`config.mk`:
```
export PLATFORM = sky130hd
export DESIGN_NAME = key_matrix_change_detector_flat
export DESIGN_NICKNAME = d
export VERILOG_FILES = /design/src/hw/rtl/kmcd_pkg.sv /design/src/hw/rtl/kmcd_if.sv /design/src/hw/rtl/kmcd_lockout.sv /design/src/hw/rtl/kmcd_scan.sv /design/src/hw/rtl/key_matrix_change_detector.sv /design/src/flat_wrapper.sv
export VERILOG_INCLUDE_DIRS = /design/src /design/src/hw/rtl
export SDC_FILE = /design/constraint.sdc
export NUM_CORES = 1
export LEC_CHECK = 0
export BUFFER_PORTS_ARGS = -buffer_cell sky130_fd_sc_hd__buf_4
export CORE_UTILIZATION = 53
export DETAILED_ROUTE_END_ITERATION = 12
export GPL_ROUTABILITY_DRIVEN = 0
export PLACE_DENSITY_LB_ADDON = 0.25
export SLEW_MARGIN = 5
export SYNTH_ARGS = -nofsm -noshare
export SYNTH_HDL_FRONTEND = slang
export SYNTH_SLANG_ARGS = --single-unit
```
`constraint.sdc`:
```
create_clock -name clk_i -period 4.15 [get_ports clk_i]
set_input_delay 0.83 -clock clk_i [delete_from_list [all_inputs] [get_ports clk_i]]
set_output_delay 0.83 -clock clk_i [all_outputs]
set_load 0.1 [all_outputs]
```
`src/hw/rtl/key_matrix_change_detector_macros.svh`:
```
// Assertion macros for the key matrix change detector.
// Used by the top level only; expects clk_i and rst_ni in scope.
`ifndef KEY_MATRIX_CHANGE_DETECTOR_MACROS_SVH
`define KEY_MATRIX_CHANGE_DETECTOR_MACROS_SVH

// Same-cycle implication, checked outside reset.
`define KMCD_ASSERT_IMP(lbl, ante, cons, msg) \
  lbl: assert property (@(posedge clk_i) disable iff (!rst_ni) (ante) |-> (cons)) \
    else $error(msg);

// Next-cycle implication, checked outside reset.
`define KMCD_ASSERT_NXT(lbl, ante, cons, msg) \
  lbl: assert property (@(posedge clk_i) disable iff (!rst_ni) (ante) |=> (cons)) \
    else $error(msg);

`endif

```
`src/hw/rtl/kmcd_pkg.sv`:
```
// Shared types and constants of the key matrix change detector.
// No dependencies; every module and interface of the block imports it.
`default_nettype none

package kmcd_pkg;

  localparam int TIME_W      = 32;
  localparam int LEVELS_W    = 64;
  localparam int KEY_NUM_W   = 7;
  localparam int CFG_IDX_W   = 8;
  localparam int CFG_DATA_W  = 32;
  localparam int DIGIT_W     = 4;
  localparam int DIGITS      = TIME_W / DIGIT_W;
  localparam int DIGIT_CNT_W = $clog2(DIGITS);

  localparam logic [CFG_IDX_W-1:0] REG_DEBOUNCE_DELAY = CFG_IDX_W'(0);
  localparam logic [CFG_IDX_W-1:0] REG_KEY_COUNT      = CFG_IDX_W'(1);

  localparam logic [TIME_W-1:0]    DEBOUNCE_RESET  = TIME_W'(15000);
  localparam logic [KEY_NUM_W-1:0] KEY_COUNT_RESET = KEY_NUM_W'(64);

  // Result of the debounce lockout check.
  typedef struct packed {
    logic done;
    logic locked;
  } lock_res_t;

  // Commands to the scan datapath.
  typedef struct packed {
    logic load;
    logic step;
  } scan_ctrl_t;

  // What the scan datapath sees at the key under test.
  typedef struct packed {
    logic                 changed;
    logic                 level;
    logic [KEY_NUM_W-1:0] key_number;
    logic                 at_end;
  } scan_stat_t;

endpackage

`default_nettype wire

```
`src/hw/rtl/kmcd_if.sv`:
```
// Valid/ready channel interfaces: configuration writes, polls and key events.
// Depends on kmcd_pkg for the payload widths.
`default_nettype none

interface kmcd_cfg_if import kmcd_pkg::*; ();
  logic                  valid;
  logic                  ready;
  logic [CFG_IDX_W-1:0]  index;
  logic [CFG_DATA_W-1:0] data;

  modport source (output valid, index, data, input ready);
  modport sink   (input valid, index, data, output ready);
endinterface

interface kmcd_in_if import kmcd_pkg::*; ();
  logic                valid;
  logic                ready;
  logic [TIME_W-1:0]   now_us;
  logic [LEVELS_W-1:0] key_levels;

  modport source (output valid, now_us, key_levels, input ready);
  modport sink   (input valid, now_us, key_levels, output ready);
endinterface

interface kmcd_out_if import kmcd_pkg::*; ();
  logic                 valid;
  logic                 ready;
  logic [KEY_NUM_W-1:0] key_number;
  logic                 pressed;
  logic                 last;

  modport source (output valid, key_number, pressed, last, input ready);
  modport sink   (input valid, key_number, pressed, last, output ready);
endinterface

`default_nettype wire

```
`src/hw/rtl/kmcd_lockout.sv`:
```
// Debounce lockout: digit-serial elapsed-time subtract and compare, and the
// last change time register. Depends on kmcd_pkg.
`default_nettype none

module kmcd_lockout import kmcd_pkg::*; (
  input  wire logic              clk_i,
  input  wire logic              rst_ni,
  input  wire logic              start_i,
  input  wire logic [TIME_W-1:0] now_us_i,
  input  wire logic [TIME_W-1:0] delay_i,
  input  wire logic              commit_i,
  output lock_res_t              res_o
);

  localparam logic [DIGIT_CNT_W-1:0] LAST_DIGIT = DIGIT_CNT_W'(DIGITS - 1);

  logic                   busy_q;
  logic [DIGIT_CNT_W-1:0] cnt_q;
  logic                   borrow_q;
  logic                   lt_q;
  logic                   done_q;
  logic                   locked_q;
  logic [TIME_W-1:0]      now_q;
  logic [TIME_W-1:0]      last_sh_q;
  logic [TIME_W-1:0]      dly_sh_q;
  logic [TIME_W-1:0]      last_chg_q;

  logic [DIGIT_W:0]   diff;
  logic [DIGIT_W-1:0] e_dig;
  logic [DIGIT_W-1:0] d_dig;
  logic               lt_d;

  // One digit of (now - last) per cycle, least significant first. The running
  // compare is decided by the most significant digit that differs.
  always_comb begin
    diff  = {1'b0, now_q[DIGIT_W-1:0]} - {1'b0, last_sh_q[DIGIT_W-1:0]}
            - (DIGIT_W+1)'(borrow_q);
    e_dig = diff[DIGIT_W-1:0];
    d_dig = dly_sh_q[DIGIT_W-1:0];
    if (e_dig < d_dig) begin
      lt_d = 1'b1;
    end else if (e_dig > d_dig) begin
      lt_d = 1'b0;
    end else begin
      lt_d = lt_q;
    end
  end

  always_ff @(posedge clk_i or negedge rst_ni) begin
    if (!rst_ni) begin
      busy_q     <= 1'b0;
      cnt_q      <= '0;
      borrow_q   <= 1'b0;
      lt_q       <= 1'b0;
      done_q     <= 1'b0;
      locked_q   <= 1'b0;
      last_chg_q <= '0;
    end else begin
      done_q <= 1'b0;
      if (start_i) begin
        busy_q   <= 1'b1;
        cnt_q    <= '0;
        borrow_q <= 1'b0;
        lt_q     <= 1'b0;
      end else if (busy_q) begin
        cnt_q    <= cnt_q + DIGIT_CNT_W'(1);
        borrow_q <= diff[DIGIT_W];
        lt_q     <= lt_d;
        if (cnt_q == LAST_DIGIT) begin
          busy_q   <= 1'b0;
          done_q   <= 1'b1;
          locked_q <= lt_d;
        end
      end
      if (commit_i) begin
        last_chg_q <= now_q;
      end
    end
  end

  // Operand shift registers. The timestamp rotates, so it is whole again once
  // every digit has been used and can be committed as the new change time.
  always_ff @(posedge clk_i) begin
    if (start_i) begin
      now_q     <= now_us_i;
      last_sh_q <= last_chg_q;
      dly_sh_q  <= delay_i;
    end else if (busy_q) begin
      now_q     <= {now_q[DIGIT_W-1:0], now_q[TIME_W-1:DIGIT_W]};
      last_sh_q <= last_sh_q >> DIGIT_W;
      dly_sh_q  <= dly_sh_q >> DIGIT_W;
    end
  end

  assign res_o.done   = done_q;
  assign res_o.locked = locked_q;

endmodule

`default_nettype wire

```
`src/hw/rtl/kmcd_scan.sv`:
```
// Key scan datapath: the stored key levels and the polled levels as shift
// registers, tested one key per cycle at bit 0 unless the scan is held. Depends on kmcd_pkg.
`default_nettype none

module kmcd_scan import kmcd_pkg::*; #(
  parameter int MAX_KEYS = 64
) (
  input  wire logic                 clk_i,
  input  wire logic                 rst_ni,
  input  wire scan_ctrl_t           ctrl_i,
  input  wire logic [MAX_KEYS-1:0]  levels_i,
  input  wire logic [KEY_NUM_W-1:0] key_used_i,
  output scan_stat_t                stat_o
);

  localparam logic [KEY_NUM_W-1:0] LAST_IDX = KEY_NUM_W'(MAX_KEYS - 1);

  logic [MAX_KEYS-1:0]  store_q;
  logic [MAX_KEYS-1:0]  store_d;
  logic [MAX_KEYS-1:0]  lvl_q;
  logic [KEY_NUM_W-1:0] idx_q;
  logic                 changed;

  assign changed = (lvl_q[0] != store_q[0]) && (idx_q < key_used_i);

  // The store rotates once per scan step; after a full scan every key is back
  // in its own place, carrying the polled level where it changed.
  always_comb begin
    store_d               = store_q >> 1;
    store_d[MAX_KEYS-1]   = changed ? lvl_q[0] : store_q[0];
  end

  always_ff @(posedge clk_i or negedge rst_ni) begin
    if (!rst_ni) begin
      store_q <= '1;
      idx_q   <= '0;
    end else begin
      if (ctrl_i.load) begin
        idx_q <= '0;
      end else if (ctrl_i.step) begin
        idx_q   <= idx_q + KEY_NUM_W'(1);
        store_q <= store_d;
      end
    end
  end

  always_ff @(posedge clk_i) begin
    if (ctrl_i.load) begin
      lvl_q <= levels_i;
    end else if (ctrl_i.step) begin
      lvl_q <= lvl_q >> 1;
    end
  end

  assign stat_o.changed    = changed;
  assign stat_o.level      = lvl_q[0];
  assign stat_o.key_number = idx_q + KEY_NUM_W'(1);
  assign stat_o.at_end     = (idx_q == LAST_IDX);

endmodule

`default_nettype wire

```
`src/hw/rtl/key_matrix_change_detector.sv`:
```
// Key matrix change detector, top level: control sequencer, configuration
// registers and the event output register. Depends on kmcd_pkg, kmcd_if,
// kmcd_lockout, kmcd_scan and key_matrix_change_detector_macros.svh.
//
// Usage. A poll beat on poll_i carries a wrapping microsecond timestamp and
// the level of every key. The block takes one poll at a time. It first checks
// the debounce lockout, one 4-bit digit of the elapsed time per cycle; a poll
// inside the lockout produces no events. Otherwise the scan shift registers
// step through all MAX_KEYS key positions one per cycle while the receiver
// keeps up, testing the keys in use. Each key that changed yields one event
// beat on event_o (one-based key number, pressed flag), in key order, the
// final one of the poll with last set. A single output register parts the
// scan from the receiver; if the receiver stalls, the scan waits at the next
// changed key until the beat is taken. Configuration beats on cfg_i are
// always taken and belong only in idle periods; index 0 is the debounce delay,
// index 1 the key count, others are ignored. Reset restores 15000 us and 64
// keys, marks every key released and sets the last change time to zero; there
// is no clearing pass.
`default_nettype none
`include "key_matrix_change_detector_macros.svh"

module key_matrix_change_detector import kmcd_pkg::*; #(
  parameter int MAX_KEYS = 64
) (
  input  wire logic   clk_i,
  input  wire logic   rst_ni,
  kmcd_cfg_if.sink    cfg_i,
  kmcd_in_if.sink     poll_i,
  kmcd_out_if.source  event_o
);

  typedef enum logic [1:0] {
    ST_IDLE,
    ST_LOCK,
    ST_SCAN,
    ST_FLUSH
  } state_e;

  localparam logic [KEY_NUM_W-1:0] MAX_KEYS_W = KEY_NUM_W'(MAX_KEYS);

  // Configuration registers.
  logic [TIME_W-1:0]    delay_q;
  logic [KEY_NUM_W-1:0] key_count_q;
  logic [KEY_NUM_W-1:0] key_used;

  // Sequencer, held event and output register.
  state_e               state_q, state_d;
  logic                 pend_q, pend_d;
  logic [KEY_NUM_W-1:0] pend_num_q, pend_num_d;
  logic                 pend_prs_q, pend_prs_d;
  logic                 ovalid_q, ovalid_d;
  logic [KEY_NUM_W-1:0] onum_q, onum_d;
  logic                 oprs_q, oprs_d;
  logic                 olast_q, olast_d;

  logic       poll_acc;
  logic       out_take;
  logic       commit;
  lock_res_t  lock_res;
  scan_ctrl_t scan_ctrl;
  scan_stat_t scan_stat;

  assign cfg_i.ready = 1'b1;

  always_ff @(posedge clk_i or negedge rst_ni) begin
    if (!rst_ni) begin
      delay_q     <= DEBOUNCE_RESET;
      key_count_q <= KEY_COUNT_RESET;
    end else if (cfg_i.valid) begin
      case (cfg_i.index)
        REG_DEBOUNCE_DELAY: delay_q     <= cfg_i.data;
        REG_KEY_COUNT:      key_count_q <= cfg_i.data[KEY_NUM_W-1:0];
        default:            ;
      endcase
    end
  end

  // Key counts above the build size saturate.
  assign key_used = (key_count_q > MAX_KEYS_W) ? MAX_KEYS_W : key_count_q;

  assign poll_i.ready = (state_q == ST_IDLE);
  assign poll_acc     = poll_i.valid && poll_i.ready;
  // The output register can take a beat when empty or being emptied.
  assign out_take     = !ovalid_q || event_o.ready;

  kmcd_lockout u_lockout (
    .clk_i    (clk_i),
    .rst_ni   (rst_ni),
    .start_i  (poll_acc),
    .now_us_i (poll_i.now_us),
    .delay_i  (delay_q),
    .commit_i (commit),
    .res_o    (lock_res)
  );

  kmcd_scan #(
    .MAX_KEYS (MAX_KEYS)
  ) u_scan (
    .clk_i      (clk_i),
    .rst_ni     (rst_ni),
    .ctrl_i     (scan_ctrl),
    .levels_i   (poll_i.key_levels[MAX_KEYS-1:0]),
    .key_used_i (key_used),
    .stat_o     (scan_stat)
  );

  // A changed key is held back until the next one or the end of the scan, so
  // that the final event of a poll can be flagged once no further key changed.
  always_comb begin
    state_d        = state_q;
    pend_d         = pend_q;
    pend_num_d     = pend_num_q;
    pend_prs_d     = pend_prs_q;
    ovalid_d       = ovalid_q && !event_o.ready;
    onum_d         = onum_q;
    oprs_d         = oprs_q;
    olast_d        = olast_q;
    commit         = 1'b0;
    scan_ctrl.load = poll_acc;
    scan_ctrl.step = 1'b0;

    case (state_q)
      ST_IDLE: begin
        pend_d = 1'b0;
        if (poll_acc) begin
          state_d = ST_LOCK;
        end
      end
      ST_LOCK: begin
        if (lock_res.done) begin
          state_d = lock_res.locked ? ST_IDLE : ST_SCAN;
        end
      end
      ST_SCAN: begin
        if (!(scan_stat.changed && pend_q && !out_take)) begin
          scan_ctrl.step = 1'b1;
          if (scan_stat.changed) begin
            if (pend_q) begin
              ovalid_d = 1'b1;
              onum_d   = pend_num_q;
              oprs_d   = pend_prs_q;
              olast_d  = 1'b0;
            end
            pend_d     = 1'b1;
            pend_num_d = scan_stat.key_number;
            pend_prs_d = !scan_stat.level;
          end
          if (scan_stat.at_end) begin
            state_d = ST_FLUSH;
          end
        end
      end
      ST_FLUSH: begin
        if (!pend_q) begin
          state_d = ST_IDLE;
        end else if (out_take) begin
          ovalid_d = 1'b1;
          onum_d   = pend_num_q;
          oprs_d   = pend_prs_q;
          olast_d  = 1'b1;
          pend_d   = 1'b0;
          commit   = 1'b1;
          state_d  = ST_IDLE;
        end
      end
      default: begin
        state_d = ST_IDLE;
      end
    endcase
  end

  always_ff @(posedge clk_i or negedge rst_ni) begin
    if (!rst_ni) begin
      state_q    <= ST_IDLE;
      pend_q     <= 1'b0;
      ovalid_q   <= 1'b0;
      pend_num_q <= '0;
      pend_prs_q <= 1'b0;
      onum_q     <= '0;
      oprs_q     <= 1'b0;
      olast_q    <= 1'b0;
    end else begin
      state_q    <= state_d;
      pend_q     <= pend_d;
      ovalid_q   <= ovalid_d;
      pend_num_q <= pend_num_d;
      pend_prs_q <= pend_prs_d;
      onum_q     <= onum_d;
      oprs_q     <= oprs_d;
      olast_q    <= olast_d;
    end
  end

  assign event_o.valid      = ovalid_q;
  assign event_o.key_number = onum_q;
  assign event_o.pressed    = oprs_q;
  assign event_o.last       = olast_q;

  // The lockout result may only arrive while the sequencer waits for it.
  `KMCD_ASSERT_IMP(a_lock_done_in_lock, lock_res.done, state_q == ST_LOCK, "lockout result outside lock wait")
  // Once the final event of a poll is handed over, nothing stays held back.
  `KMCD_ASSERT_NXT(a_flush_empties, state_q == ST_FLUSH && out_take, state_q == ST_IDLE && !pend_q, "flush left a held event")
  // Every event names a key that exists.
  `KMCD_ASSERT_IMP(a_key_in_range, event_o.valid, event_o.key_number != '0 && event_o.key_number <= MAX_KEYS_W, "event key number out of range")

endmodule

`default_nettype wire
```
`src/flat_wrapper.sv`:
```
// flat-port wrapper written by rule: the top's interface ports become plain ports
module key_matrix_change_detector_flat import kmcd_pkg::*;
#(
  parameter int MAX_KEYS = 64
)
  (clk_i, rst_ni, cfg_i_valid, cfg_i_index, cfg_i_data, cfg_i_ready, poll_i_valid, poll_i_now_us, poll_i_key_levels, poll_i_ready, event_o_valid, event_o_key_number, event_o_pressed, event_o_last, event_o_ready);
  kmcd_cfg_if cfg_i_i ();
  kmcd_in_if poll_i_i ();
  kmcd_out_if event_o_i ();
  input  wire logic clk_i;
  input  wire logic rst_ni;
  input wire logic [$bits(cfg_i_i.valid)-1:0] cfg_i_valid;
  input wire logic [$bits(cfg_i_i.index)-1:0] cfg_i_index;
  input wire logic [$bits(cfg_i_i.data)-1:0] cfg_i_data;
  output wire logic [$bits(cfg_i_i.ready)-1:0] cfg_i_ready;
  input wire logic [$bits(poll_i_i.valid)-1:0] poll_i_valid;
  input wire logic [$bits(poll_i_i.now_us)-1:0] poll_i_now_us;
  input wire logic [$bits(poll_i_i.key_levels)-1:0] poll_i_key_levels;
  output wire logic [$bits(poll_i_i.ready)-1:0] poll_i_ready;
  output wire logic [$bits(event_o_i.valid)-1:0] event_o_valid;
  output wire logic [$bits(event_o_i.key_number)-1:0] event_o_key_number;
  output wire logic [$bits(event_o_i.pressed)-1:0] event_o_pressed;
  output wire logic [$bits(event_o_i.last)-1:0] event_o_last;
  input wire logic [$bits(event_o_i.ready)-1:0] event_o_ready;
  assign cfg_i_i.valid = cfg_i_valid;
  assign cfg_i_i.index = cfg_i_index;
  assign cfg_i_i.data = cfg_i_data;
  assign cfg_i_ready = cfg_i_i.ready;
  assign poll_i_i.valid = poll_i_valid;
  assign poll_i_i.now_us = poll_i_now_us;
  assign poll_i_i.key_levels = poll_i_key_levels;
  assign poll_i_ready = poll_i_i.ready;
  assign event_o_valid = event_o_i.valid;
  assign event_o_key_number = event_o_i.key_number;
  assign event_o_pressed = event_o_i.pressed;
  assign event_o_last = event_o_i.last;
  assign event_o_i.ready = event_o_ready;
  key_matrix_change_detector #(.MAX_KEYS(MAX_KEYS)) u_core (.clk_i(clk_i), .rst_ni(rst_ni), .cfg_i(cfg_i_i), .poll_i(poll_i_i), .event_o(event_o_i));
endmodule
```
==> metrics.md <==
| Metric | Value |
|---|---|
| Outcome | finished clean |
| Detailed placement HPWL | 16400 µm |
| Initial Util | 0.540 |
| Slowest cell on the critical path | inv_2 |
| Initial antenna violation count | 0 |
| Max_cap viols | 0 |
| Final #Nets | 1459 |
| CP Class | register to register |
| P&R area growth vs syn | 19.1% |
| Maximum vdd drop | 0.000553 V |
| Share of cells above drive strength 1 | 0.337 |
| Final hold violations | 0 |
| Crit path max fanout | 39 |
| Largest net degree at the start of global routing | 87 |
| Power per cell area | between 600 and 700 nW/µm² |
| Crit path top cell by count | nand2_1 |
| DRT Wirelength | 26300 µm |
| Logic gate share of total power | 0.253 |
| Drt wl/cell | 15.8 µm |
| # diodes | 0 |
| Antenna-violating nets left | 0 |
| Power share of the sequential group | 0.464 |
| Clk_lat worst skew | 0.51 ns |
| Vias/cell | 5.17 |
| Number of global-route vias before repair | 8820 |
| Max Fclk | approximately 320 MHz |
| Fin Setup TNS | 0 ns |
| Critical path launch point type | register |
| Initial DRC count | 426 |
| Post-CTS resize count | 0 |
| Mapped cell area | 14000 µm² |
| Core box area | 26000 µm² |
| Register area share after synthesis | 0.654 |
| TritonCTS clock tree | yes |
| Most common cell after layout, fill and taps aside | nand2_1 |
| Vias | roughly 8600 |
| Total number of yosys warnings | 0 |
| Main synth FF type | edfxtp_1 |
| CTS Buf Count | 35 |
| Hold Crit Class | primary input to asynchronous set/reset pin |
| Ys async rst share | 0.517 |
| CP top delay family | compound AO/OA/AOI/OAI gates |
| Buf/Inv on CP | 3 |
| Max_slew headroom | 0.358 |
| Fin area | 16700 µm² |
| Post-Syn Area per Cell | approximately 12 µm² |
| Sw frac | 0.304 |
| Worst r2r path cells | 9 |
| Skew final | 0.0152 ns |
| Synth unique cells | a little over 50 |
| # hold bufs at CTS | 0 |
| Placed cell areas | between 15000 and 20000 µm² |
| Final Cycle Share | 0.755 |
| NetSw | 3450 µW |
| GRT Total Usage | 0.202 |
| Net Count, Synth | 1315 |
| CP max stage delay | slightly below 0.5 ns |
| Root buf cell | clkbuf_16 |
| Die Ht | 165 µm |
| Max Root-Sink Buffers | 3 |
| Worst path required time | about 4.3 ns |
| Sink Count | 331 |
| Worst Tran Pin Value | 0.961 ns |
| Grt ovf | 0 |
| Clock power frac | 0.282 |
| Critical Path, Cell by Cell | inv_1 > nand2_1 > ha_1 > nand2_1 > o21ai_0 > a21oi_4 > a211o_1 > inv_2 > buf_12 |
| Worst-path clk slew | around 0.060 ns |
| RSZ-0062 raised after global routing | no |
| Rows | 59 |
| Synth Register Bits | roughly 330 |
| I/O pins | 153 |
| Final setup fails | 0 |
| Internal power | roughly 7900 µW |
| WP data arrival | between 3 and 4 ns |
| Cell leakage power | 0.00758 µW |
| Crit path depth | 9 |
| Number of iterations in the first detailed-routing pass | 4 |
| Die X | around 160 µm |
| Final design utilization | 0.642 |
| Post-Syn Instances | 1155 |
| Minimum clock period | 3.13 ns |
| First-pass GRT wire length | 43000 µm |
| Most frequent cells in the layout | nand2_1, edfxtp_1, buf_4, mux2_2, dfrtp_1 |
| Crit path capture type | register |
| Number of flops mapped to enable cells by yosys | 160 |
| Post-CTS Setup Bufs | 0 |
| H-tree depth | 2 |
| Slew Limit Fails | 0 |
| # DRC | 0 |
| # port buffers | 151 |
| Die area | 27100 µm² |
| Hold WS | just over 0.4 ns |
-- registers in the layout, indices dropped and copies added, names as in the netlist, 7 cells and up, named ones only --
| signal | count |
|---|---|
| u_core.u_scan.lvl_q | 64 |
| u_core.u_scan.store_q | 64 |
| u_core.delay_q | 32 |
| u_core.u_lockout.dly_sh_q | 32 |
| u_core.u_lockout.last_chg_q | 32 |
| u_core.u_lockout.last_sh_q | 32 |
| u_core.u_lockout.now_q | 32 |
| u_core.event_o.key_number | 7 |
| u_core.key_count_q | 7 |
| u_core.pend_num_q | 7 |
| u_core.u_scan.idx_q | 7 |
-- worst register-to-register path, delay by kind of cell (launching register included) --
kind                     cells  cell delay, ns
flip-flops                   1            0.37
AND/OR/NAND/NOR              2            0.14
adder cells (fa/ha/maj)      1            0.30
AO/OA/AOI/OAI                3            1.04
buffers and inverters        3            0.95
-- area by class of cell --
cell class,count,area (µm²)
clock inverter,8,150
clock buffer,54,1040
fill,2021,9290
sequential,331,9170
inverter,18,67.6
tap,335,419
multi-input combinational,751,4560
timing repair buffer,162,1280
-- synthesized netlist by cell type, types with 5 or more instances --
library cell  instances  share of area
o21ai_0              12         0.0043
nor2_1               11         0.0029
xnor2_1               6         0.0037
mux2_2              123          0.099
edfxtp_1            160           0.34
mux2i_1               6         0.0043
clkbuf_1             37         0.0099
mux2_4               26          0.028
buf_1                 6         0.0016
buf_2                 7         0.0025
nand2_1             478           0.13
and3_1               10         0.0045
dfstp_2              72           0.13
a21oi_1               6         0.0021
a211oi_1              5         0.0027
inv_1                18         0.0048
ha_1                 17          0.015
dfrtp_1              99           0.18
-- per-layer routing --
metal | vias to the layer above | global-route usage | part of all wire
met5 | - | 0 | 0
met4 | 0 | 0.0630 | 0.022
met3 | 46 | 0.0367 | 0.044
met2 | 168 | 0.338 | 0.49
met1 | 4201 | 0.268 | 0.44
li1 | 4164 | - | -
-- path summary, 6_finish.rpt --
kind	start	endpoint	slack, ns
worst max-delay path	u_core.key_count_q[6]	u_core.u_scan.lvl_q[24]	1.02
worst min-delay path	rst_ni	u_core.key_count_q[4]	0.40
worst max register to register	u_core.key_count_q[6]	u_core.u_scan.lvl_q[24]	1.02
worst min register to register	u_core.u_lockout.locked_q	register	0.48
max in group asynchronous	rst_ni	u_core.u_scan.store_q[5]	2.83
min in group clk_i	u_core.u_lockout.locked_q	register	0.48
-- power groups by stage --
stage          Combinational [µW]  Sequential (µW)  Clock [µW]
6_report                     2870             5260        3200
5_1_grt                      3230             5370        3400
4_1_cts                      2930             5260        3270
3_5_place_dp                 2900             5310           0
3_3_place_gp                 2820             5280           0
2_1_floorplan                1880             5460           0
-- cell families after synthesis --
logic type | after synthesis | share of synthesized area
simple gates | 527 | 0.148
flops | 331 | 0.654
mux | 155 | 0.131
buf+inv | 73 | 0.0226
compound gates | 40 | 0.0199
fa+ha+maj | 19 | 0.0180
xor+xnor | 9 | 0.00616
other cells | 1 | 0.000267
-- through the flow --
stage	std cells	setup slack, ns	power (µW)
6_report	1659	1.02	11300
5_1_grt	1659	0.839	12000
4_1_cts	1659	0.991	11500
3_5_place_dp	1597	1.03	8220
3_3_place_gp	1597	1.16	8090
2_1_floorplan	1155	0.740	7340
Note: power is estimated with default switching activity, not from simulation.
